==> config.mk <==
export PLATFORM = sky130hd
export DESIGN_NAME = uart_line_echo_unit
export DESIGN_NICKNAME = d
export VERILOG_FILES = /design/src/hw/rtl/uartle_pkg.sv /design/src/hw/rtl/uart_line_echo_unit.sv /design/src/hw/rtl/uartle_front.sv /design/src/hw/rtl/uartle_cmd_fifo.sv /design/src/hw/rtl/uartle_back.sv
export SDC_FILE = /design/constraint.sdc
export NUM_CORES = 1
export LEC_CHECK = 0
export BUFFER_PORTS_ARGS = -buffer_cell sky130_fd_sc_hd__buf_2
export CORE_MARGIN = 8
export CORE_UTILIZATION = 55
export DETAILED_ROUTE_END_ITERATION = 10
export GPL_ROUTABILITY_DRIVEN = 0
export GPL_TIMING_DRIVEN = 0
export HOLD_SLACK_MARGIN = 0.05
export PLACE_DENSITY = 0.82
export SYNTH_ARGS = -nofsm -noshare
export SYNTH_HDL_FRONTEND = slang
export SYNTH_SLANG_ARGS = --single-unit
==> constraint.sdc <==
create_clock -name clk -period 3.1 [get_ports clk]
set_input_delay 0.62 -clock clk [delete_from_list [all_inputs] [get_ports clk]]
set_output_delay 0.62 -clock clk [all_outputs]
set_load 0.01 [all_outputs]
==> src/hw/rtl/uartle_pkg.sv <==
// shared types and constants for the uart line echo unit
// no dependencies; used by every module of the block but uartle_cmd_fifo
`default_nettype none

package uartle_pkg;

	localparam int unsigned BYTE_W = 8;

	localparam logic [BYTE_W-1:0] CHAR_CR  = 8'd13;
	localparam logic [BYTE_W-1:0] CHAR_LF  = 8'd10;
	localparam logic [BYTE_W-1:0] CHAR_NUL = 8'd0;

	typedef enum logic [1:0] {
		BK_IDLE,
		BK_ECHO,
		BK_TRAIL_CR,
		BK_TRAIL_LF
	} back_state_t;

endpackage

`default_nettype wire

==> src/hw/rtl/uart_line_echo_unit.sv <==
// uart line echo unit: collects received bytes into a line and echoes the
// line on carriage return. The in channel takes one byte (rx_byte) per
// transaction; the out channel gives out_byte with last set on the final LF.
// Bytes other than CR are stored and give nothing. When LINE_DEPTH-1 bytes
// are held, the next byte (CR included) is dropped and the line starts over.
// A CR echoes the stored bytes up to the first zero byte, at most
// LINE_DEPTH-3 of them, then CR and LF. A CR goes through the command
// queue and the back-end state; each stored byte is then read into the
// line store read register and loaded into the output register, and the run
// gives one result a cycle while out_stall is low, set by the single read
// port of the line store. in_stall stays high while an echo run is being
// played out, so a new line never disturbs it.
// Reset clears the fill count, the queue and the output valid flag; the line
// store is not cleared. When out_stall is high the output register holds its
// transaction and the echo pauses without losing a byte.
// Depends on uartle_pkg, uartle_front, uartle_cmd_fifo, uartle_back.
`default_nettype none

module uart_line_echo_unit #(
	parameter int unsigned LINE_DEPTH = 64
) (
	input  wire logic                          clk,
	input  wire logic                          arst_n,
	input  wire logic                          in_valid,
	output logic                               in_stall,
	input  wire logic [uartle_pkg::BYTE_W-1:0] rx_byte,
	output logic                               out_valid,
	input  wire logic                          out_stall,
	output logic [uartle_pkg::BYTE_W-1:0]      out_byte,
	output logic                               last
);

	localparam int unsigned AW = $clog2(LINE_DEPTH);

	logic                          busy;
	logic                          cmd_full;
	logic                          cmd_push;
	logic [AW-1:0]                 cmd_len_in;
	logic                          cmd_pop;
	logic [AW-1:0]                 cmd_len_out;
	logic                          cmd_valid;
	logic                          wr_en;
	logic [AW-1:0]                 wr_addr;
	logic [uartle_pkg::BYTE_W-1:0] wr_data;

	uartle_front #(
		.AW(AW),
		.LINE_DEPTH(LINE_DEPTH)
	) u_front (
		.clk(clk),
		.arst_n(arst_n),
		.in_valid(in_valid),
		.in_stall(in_stall),
		.rx_byte(rx_byte),
		.busy(busy || cmd_valid),
		.cmd_full(cmd_full),
		.cmd_push(cmd_push),
		.cmd_len(cmd_len_in),
		.wr_en(wr_en),
		.wr_addr(wr_addr),
		.wr_data(wr_data)
	);

	uartle_cmd_fifo #(
		.W(AW)
	) u_cmd_fifo (
		.clk(clk),
		.arst_n(arst_n),
		.push(cmd_push),
		.push_data(cmd_len_in),
		.pop(cmd_pop),
		.pop_data(cmd_len_out),
		.not_empty(cmd_valid),
		.full(cmd_full)
	);

	uartle_back #(
		.AW(AW),
		.LINE_DEPTH(LINE_DEPTH)
	) u_back (
		.clk(clk),
		.arst_n(arst_n),
		.wr_en(wr_en),
		.wr_addr(wr_addr),
		.wr_data(wr_data),
		.cmd_valid(cmd_valid),
		.cmd_len(cmd_len_out),
		.cmd_pop(cmd_pop),
		.busy(busy),
		.out_valid(out_valid),
		.out_stall(out_stall),
		.out_byte(out_byte),
		.last(last)
	);

	// line store is never written while an echo run reads it
	a_no_write_during_echo: assert property (@(posedge clk) disable iff (!arst_n)
		wr_en |-> (!busy && !cmd_valid))
		else $error("line store written during echo");

	// the queue never takes a command while full
	a_no_cmd_overflow: assert property (@(posedge clk) disable iff (!arst_n)
		cmd_push |-> !cmd_full)
		else $error("command queue overflow");

	// last only ever marks the LF trailer
	a_last_is_lf: assert property (@(posedge clk) disable iff (!arst_n)
		(out_valid && last) |-> (out_byte == uartle_pkg::CHAR_LF))
		else $error("last set on a byte other than LF");

	// taking a command always starts the back end
	a_pop_when_idle: assert property (@(posedge clk) disable iff (!arst_n)
		cmd_pop |=> busy)
		else $error("back end did not start after taking a command");

endmodule

`default_nettype wire

==> src/hw/rtl/uartle_front.sv <==
// front end: accepts received bytes, keeps the fill count, issues line store
// writes and echo commands; depends on uartle_pkg
`default_nettype none

module uartle_front #(
	parameter int unsigned AW = 6,
	parameter int unsigned LINE_DEPTH = 64
) (
	input  wire logic                         clk,
	input  wire logic                         arst_n,
	input  wire logic                         in_valid,
	output logic                              in_stall,
	input  wire logic [uartle_pkg::BYTE_W-1:0] rx_byte,
	input  wire logic                         busy,
	input  wire logic                         cmd_full,
	output logic                              cmd_push,
	output logic [AW-1:0]                     cmd_len,
	output logic                              wr_en,
	output logic [AW-1:0]                     wr_addr,
	output logic [uartle_pkg::BYTE_W-1:0]     wr_data
);

	localparam logic [AW-1:0] FILL_MAX = AW'(LINE_DEPTH - 1);

	logic [AW-1:0] fill_q;
	logic          accept;
	logic          full_line;
	logic          is_cr;

	// hold off new bytes while an echo still reads the line store or the command queue is full
	assign in_stall  = busy || cmd_full;
	assign accept    = in_valid && !in_stall;
	assign full_line = (fill_q == FILL_MAX);
	assign is_cr     = (rx_byte == uartle_pkg::CHAR_CR);

	assign wr_en    = accept && !full_line && !is_cr;
	assign wr_addr  = fill_q;
	assign wr_data  = rx_byte;
	assign cmd_push = accept && !full_line && is_cr;
	assign cmd_len  = fill_q;

	always_ff @(posedge clk or negedge arst_n) begin
		if (!arst_n) begin
			fill_q <= '0;
		end else if (accept) begin
			if (full_line || is_cr) begin
				fill_q <= '0;
			end else begin
				fill_q <= fill_q + AW'(1);
			end
		end
	end

endmodule

`default_nettype wire

==> src/hw/rtl/uartle_cmd_fifo.sv <==
// two-entry command queue between front and back end
// no dependencies
`default_nettype none

module uartle_cmd_fifo #(
	parameter int unsigned W = 6
) (
	input  wire logic         clk,
	input  wire logic         arst_n,
	input  wire logic         push,
	input  wire logic [W-1:0] push_data,
	input  wire logic         pop,
	output logic [W-1:0]      pop_data,
	output logic              not_empty,
	output logic              full
);

	logic [W-1:0] entry_q [2];
	logic         wr_ptr_q;
	logic         rd_ptr_q;
	logic [1:0]   count_q;
	logic         do_push;
	logic         do_pop;

	assign not_empty = (count_q != 2'd0);
	assign full      = (count_q == 2'd2);
	assign do_push   = push && !full;
	assign do_pop    = pop && not_empty;
	assign pop_data  = entry_q[rd_ptr_q];

	always_ff @(posedge clk) begin
		if (do_push) begin
			entry_q[wr_ptr_q] <= push_data;
		end
	end

	always_ff @(posedge clk or negedge arst_n) begin
		if (!arst_n) begin
			wr_ptr_q <= 1'b0;
			rd_ptr_q <= 1'b0;
			count_q  <= 2'd0;
		end else begin
			if (do_push) begin
				wr_ptr_q <= !wr_ptr_q;
			end
			if (do_pop) begin
				rd_ptr_q <= !rd_ptr_q;
			end
			case ({do_push, do_pop})
				2'b10:   count_q <= count_q + 2'd1;
				2'b01:   count_q <= count_q - 2'd1;
				default: count_q <= count_q;
			endcase
		end
	end

endmodule

`default_nettype wire

==> src/hw/rtl/uartle_back.sv <==
// back end: holds the line store and plays out one echo run per command,
// stored bytes then CR and LF; depends on uartle_pkg
`default_nettype none

module uartle_back #(
	parameter int unsigned AW = 6,
	parameter int unsigned LINE_DEPTH = 64
) (
	input  wire logic                          clk,
	input  wire logic                          arst_n,
	input  wire logic                          wr_en,
	input  wire logic [AW-1:0]                 wr_addr,
	input  wire logic [uartle_pkg::BYTE_W-1:0] wr_data,
	input  wire logic                          cmd_valid,
	input  wire logic [AW-1:0]                 cmd_len,
	output logic                               cmd_pop,
	output logic                               busy,
	output logic                               out_valid,
	input  wire logic                          out_stall,
	output logic [uartle_pkg::BYTE_W-1:0]      out_byte,
	output logic                               last
);

	localparam logic [AW-1:0] ECHO_MAX = AW'(LINE_DEPTH - 3);

	logic [uartle_pkg::BYTE_W-1:0] store_q [LINE_DEPTH];
	logic [uartle_pkg::BYTE_W-1:0] rdata_q;

	uartle_pkg::back_state_t state_q, state_d;

	logic [AW-1:0]                 len_q, len_d;
	logic [AW-1:0]                 rd_idx_q, rd_idx_d;
	logic                          pend_q, pend_d;
	logic                          ovalid_q;
	logic [uartle_pkg::BYTE_W-1:0] obyte_q;
	logic                          olast_q;

	logic                          out_free;
	logic                          take;
	logic                          rd_en;
	logic                          load;
	logic [uartle_pkg::BYTE_W-1:0] load_byte;
	logic                          load_last;

	assign out_free  = !ovalid_q || !out_stall;
	assign busy      = (state_q != uartle_pkg::BK_IDLE);
	assign out_valid = ovalid_q;
	assign out_byte  = obyte_q;
	assign last      = olast_q;

	always_ff @(posedge clk) begin
		if (wr_en) begin
			store_q[wr_addr] <= wr_data;
		end
		if (rd_en) begin
			rdata_q <= store_q[rd_idx_q];
		end
	end

	always_comb begin
		state_d   = state_q;
		len_d     = len_q;
		rd_idx_d  = rd_idx_q;
		pend_d    = pend_q;
		cmd_pop   = 1'b0;
		take      = 1'b0;
		rd_en     = 1'b0;
		load      = 1'b0;
		load_byte = rdata_q;
		load_last = 1'b0;
		unique case (state_q)
			uartle_pkg::BK_IDLE: begin
				if (cmd_valid) begin
					cmd_pop  = 1'b1;
					len_d    = (cmd_len > ECHO_MAX) ? ECHO_MAX : cmd_len;
					rd_idx_d = '0;
					pend_d   = 1'b0;
					state_d  = uartle_pkg::BK_ECHO;
				end
			end
			uartle_pkg::BK_ECHO: begin
				// one read in flight; a zero byte ends the run early
				take  = pend_q && out_free;
				rd_en = (rd_idx_q != len_q) &&
					(!pend_q || (take && rdata_q != uartle_pkg::CHAR_NUL));
				if (take && rdata_q != uartle_pkg::CHAR_NUL) begin
					load = 1'b1;
				end
				if (rd_en) begin
					rd_idx_d = rd_idx_q + AW'(1);
					pend_d   = 1'b1;
				end else if (take) begin
					pend_d = 1'b0;
				end
				if ((take && rdata_q == uartle_pkg::CHAR_NUL) ||
					(!pend_q && rd_idx_q == len_q)) begin
					state_d = uartle_pkg::BK_TRAIL_CR;
					pend_d  = 1'b0;
				end
			end
			uartle_pkg::BK_TRAIL_CR: begin
				if (out_free) begin
					load      = 1'b1;
					load_byte = uartle_pkg::CHAR_CR;
					state_d   = uartle_pkg::BK_TRAIL_LF;
				end
			end
			uartle_pkg::BK_TRAIL_LF: begin
				if (out_free) begin
					load      = 1'b1;
					load_byte = uartle_pkg::CHAR_LF;
					load_last = 1'b1;
					state_d   = uartle_pkg::BK_IDLE;
				end
			end
			default: begin
				state_d = uartle_pkg::BK_IDLE;
			end
		endcase
	end

	always_ff @(posedge clk or negedge arst_n) begin
		if (!arst_n) begin
			state_q  <= uartle_pkg::BK_IDLE;
			pend_q   <= 1'b0;
			ovalid_q <= 1'b0;
		end else begin
			state_q <= state_d;
			pend_q  <= pend_d;
			if (load) begin
				ovalid_q <= 1'b1;
			end else if (!out_stall) begin
				ovalid_q <= 1'b0;
			end
		end
	end

	always_ff @(posedge clk) begin
		len_q    <= len_d;
		rd_idx_q <= rd_idx_d;
		if (load) begin
			obyte_q <= load_byte;
			olast_q <= load_last;
		end
	end

endmodule

`default_nettype wire
==> summary.md <==
The flow ran to the end, but the final reports show violations. The final reports fail on setup timing. The logs give -0.156 ns for the least setup slack across all paths after layout and 0.221 for the overall fraction of global-route tracks in use. Synthesis inferred 567 register bits.

The number of slew-limit violations in the final report is 0. The most area-hungry cell type in the Yosys netlist is sky130_fd_sc_hd__edfxtp_1. Among all stages on the critical path, the largest delay is contributed by sky130_fd_sc_hd__buf_2.

The final critical delay including setup and external delays came out at 3.26 ns. The count of final setup violators is 328. The logs give 0.0436 for the met3 track demand over resource and 0.352 for the met2 layer usage reported by global route. The logs give 0.0406 mm2 for the floorplan core area and 56 for the count of cell types in the netlist. CTS built an H-tree with a depth of 2.

Among all flip-flop cells after synthesis, the most frequent one is sky130_fd_sc_hd__edfxtp_1. The share of async-settable or async-resettable flops after synthesis is 0.0247, and the leakage power summed over all cells is 8.05 nW. The proportion of power drawn by flip-flops and latches is 0.414. The logs give 0 for the hold violation count in the final report and 66 for the pin count of the biggest net entering global routing.

After synthesis, the mean cell area works out to 19.2 um2. The signal on the critical path passes through buf_2, or4_1, o21bai_1, nor3_2, nand2_2, nor2_2. The total CTS buffers is 51, and the required time at the endpoint of the critical path is 3.32 ns. Setup repair after global routing could not meet its margin everywhere.

At the end of the flow, the number of nets in the layout was 1266. The clock network fraction of design power was 0.275; the aggregate global routing overflow was 0. The run gives 0.554 as the starting density of the core. The tools report the capture instance of the worst register-to-register path as u_back.store_q[32][3]$_DFFE_PP_.

The run gives -0.16 ns as the reg2reg setup slack. The count of nets left with antenna violations once routing finished came out at 0. The share of the clock period used by the worst path after layout works out to 1.05.

The stage delay of the slowest cell on the critical path was 0.87 ns. The run gives 1598 as the initial DRC count. The logs give 0.0162 ns for the final worst clock skew and 2579 for the number of filler instances in the final layout. The critical path in this run is classified as in2reg. VDD sags by at most 0.436 mV. The tools report the count of vias placed by the detailed router as 12.1k. The clock transition time at the flip-flop clock pins of the worst setup and hold paths was 0.06 ns; the length in cells of the worst reg-to-reg path was 8.

Number of vias per cell after detailed routing: 6.63. The later pin in the worst-skew pair is clocked with a latency of 0.57 ns. The maximum fanout count along the critical path came out at 65. The layer flagged by global routing as most heavily used is met2. The die covers 0.0476 mm2. The number of enable-type register cells in the synthesized netlist works out to 553.

The worst min-delay path class is in2async. Clock tree synthesis selected as its root buffer the cell sky130_fd_sc_hd__clkbuf_16. Row generation in the floorplan step produced 74 rows. The type of destination of the critical path was a flop.

The pre-antenna-repair detailed-routing pass consisted of 6 iterations. The max-slew headroom at the worst pin is 0.110. The longest clock path from root to sink contains 3 buffers. Dividing the detail-routed wire length by the instance count gives 29.7 um. The run gives 54000 um as the total wirelength of the detailed-routed design.

The highest achievable clock rate was 307 MHz. Startpoint of the lowest-slack register-to-register path: u_back.state_q[0]$_DFFE_PN0P_. The tools report the via count of the first global-routing pass as 12.0k. Data on the critical path arrives at its endpoint at 3.47 ns. The I/O pin count was 23; the post-synthesis instance total was 1167. Input and output buffers added on the ports amount to 22.

The library cell used most frequently in the layout, excluding fill and tap cells, is sky130_fd_sc_hd__edfxtp_1. The number of nets in the synthesized netlist was 1187; the clock sink count was 567. The final-layout setup total negative slack was -18.40 ns. The final standard cell utilization of the core is 0.627. Across the run, the number of max-cap violations was 0.

The switching share of total power is 0.322. In the routed design, unresolved DRC markers number 0. Measured along the x axis, the die boundary spans 218 um.

The net load switching power is 7.04 mW, and the transition time of the tightest slew-check pin is 1.34 ns. The top cell types in the final layout, fill and taps aside, are sky130_fd_sc_hd__edfxtp_1, sky130_fd_sc_hd__mux2i_1, sky130_fd_sc_hd__mux4_2, sky130_fd_sc_hd__nor2_4, sky130_fd_sc_hd__clkbuf_16. The number of antenna diodes in the final layout is 0. The first global-routing pass estimated 77900 um of wire.

From bottom edge to top edge, the die measures 218 um. Ranked by total cell area, the synthesized netlist is headed by sky130_fd_sc_hd__edfxtp_1, sky130_fd_sc_hd__mux4_2, sky130_fd_sc_hd__mux2i_1, sky130_fd_sc_hd__nor2_1, sky130_fd_sc_hd__dfrtp_1. The tools report the launching element type of the critical path as an input port.

The design internal power was 14.8 mW. Dividing total power by cell area gives a power density of 859 mW/mm2. The synthesis warning total is 0. The fraction of power consumed by combinational cells came out at 0.311.

TritonCTS built the clock tree. The half-perimeter wire length after detailed placement is 32100 um, and the fraction of synthesized cell area taken by the top area cell type is 0.739. The tools report the met1 track utilization from global routing as 0.295.

The area added between synthesis and finish was 13.2%; the initial antenna violation count was 1. The sequential fraction of the synthesis area was 0.755; the share of layout cells above drive strength 1 was 0.245. The synthesized netlist occupies a cell area of 0.0225 mm2.
critical path: cells and delay by family:
kind                   cells  cell delay [ns]
AOI/OAI and AO/OA          1             0.16
buffers and inverters      1             0.87
and+or+nand+nor            4             1.76
area by class of cell:
| cell class | count | area, um2 | area share |
|---|---|---|---|
| tap | 532 | 666 | 0.0262 |
| sequential | 567 | 17000 | 0.667 |
| timing repair buffer | 26 | 190 | 0.00748 |
| clock buffer | 69 | 1340 | 0.0528 |
| multi-input combinational | 532 | 5600 | 0.220 |
| buffer | 60 | 425 | 0.0167 |
| clock inverter | 26 | 221 | 0.00871 |
| inverter | 8 | 30.0 | 0.00118 |
cells by family after synthesis:
group / synth area share
AOI/OAI and AO/OA: 0.0389
xor gates and xnor gates: 0.00585
adders and majority gates: 0.00446
buffers and inverters: 0.0200
DFF: 0.755
muxes: 0.137
and+or+nand+nor: 0.0392
state kept, by name, indices dropped and copies added, names as in the netlist, 2 cells and up:
signal              count
u_back.rd_idx_q         6
u_back.out_byte         8
u_back.rdata_q          8
u_front.cmd_len         6
u_cmd_fifo.entry_q     12
u_back.store_q        512
u_back.len_q            6
u_back.state_q          2
u_cmd_fifo.count_q      2
metal layers:
layer  vias up  wire [um]  part of all wire
li1       4915          -                 -
met1      6098      19800              0.37
met2       871      26000              0.48
met3       173       5670              0.10
met4         2       2460             0.046
met5         -         14           0.00026
synthesized netlist by cell type, drive strengths merged (9+ instances only):
master,number
edfxtp,553
nor2,109
mux2i,101
mux4,87
buf,46
nand2,30
a2111oi,16
o21ai,16
o22ai,16
a21oi,15
a221oi,14
clkbuf,14
dfrtp,14
a211oi,11
xor2,11
nand3,10
o221ai,10
mux2,9
timing repair:
| action | in CTS | in global routing |
|---|---|---|
| endpoints found under the setup margin | 516 | 498 |
| gates resized for setup | 82 | 69 |
| setup buffers | 0 | 3 |
| hold buffers | 1 | 0 |
| endpoints found under the hold margin | 14 | 0 |
stage by stage:
step	cell area, um2	setup slack, ns	hold slack [ns]	cells	power [mW]
after floorplan	22500	0.662	0.324	1167	13.4
after global placement	23200	-1.01	0.449	1721	15.4
after detailed placement	23200	-1.21	0.472	1721	15.6
after CTS	25100	-0.221	0.485	1817	21.6
after global routing	25400	-0.253	0.506	1820	22.5
final	25400	-0.156	0.485	1820	21.8
power groups by stage:
stage                     Clock [mW]  Sequential, mW  Combinational (mW)
final                           6.00            9.05                6.79
after global routing            6.29            9.09                7.09
after CTS                       6.00            9.04                6.57
after detailed placement           0            9.20                6.41
after global placement             0            9.18                6.26
after floorplan                    0            9.18                4.26
worst max-delay path by stage:
stage	start	depth (start not counted)	slack [ns]	endpoint
floorplan	u_back.state_q[0]$_DFFE_PN0P_	8	0.66	u_back.store_q[31][0]$_DFFE_PP_
global placement	rx_byte[5]	6	-1.01	u_back.store_q[55][7]$_DFFE_PP_
detailed placement	rx_byte[5]	6	-1.21	u_back.store_q[63][1]$_DFFE_PP_
CTS	u_back.state_q[0]$_DFFE_PN0P_	8	-0.22	u_back.store_q[17][4]$_DFFE_PP_
global route	u_back.state_q[0]$_DFFE_PN0P_	8	-0.25	u_back.store_q[56][0]$_DFFE_PP_
finish	rx_byte[6]	6	-0.16	u_back.store_q[32][3]$_DFFE_PP_
Power figures use the tool's default switching activity.
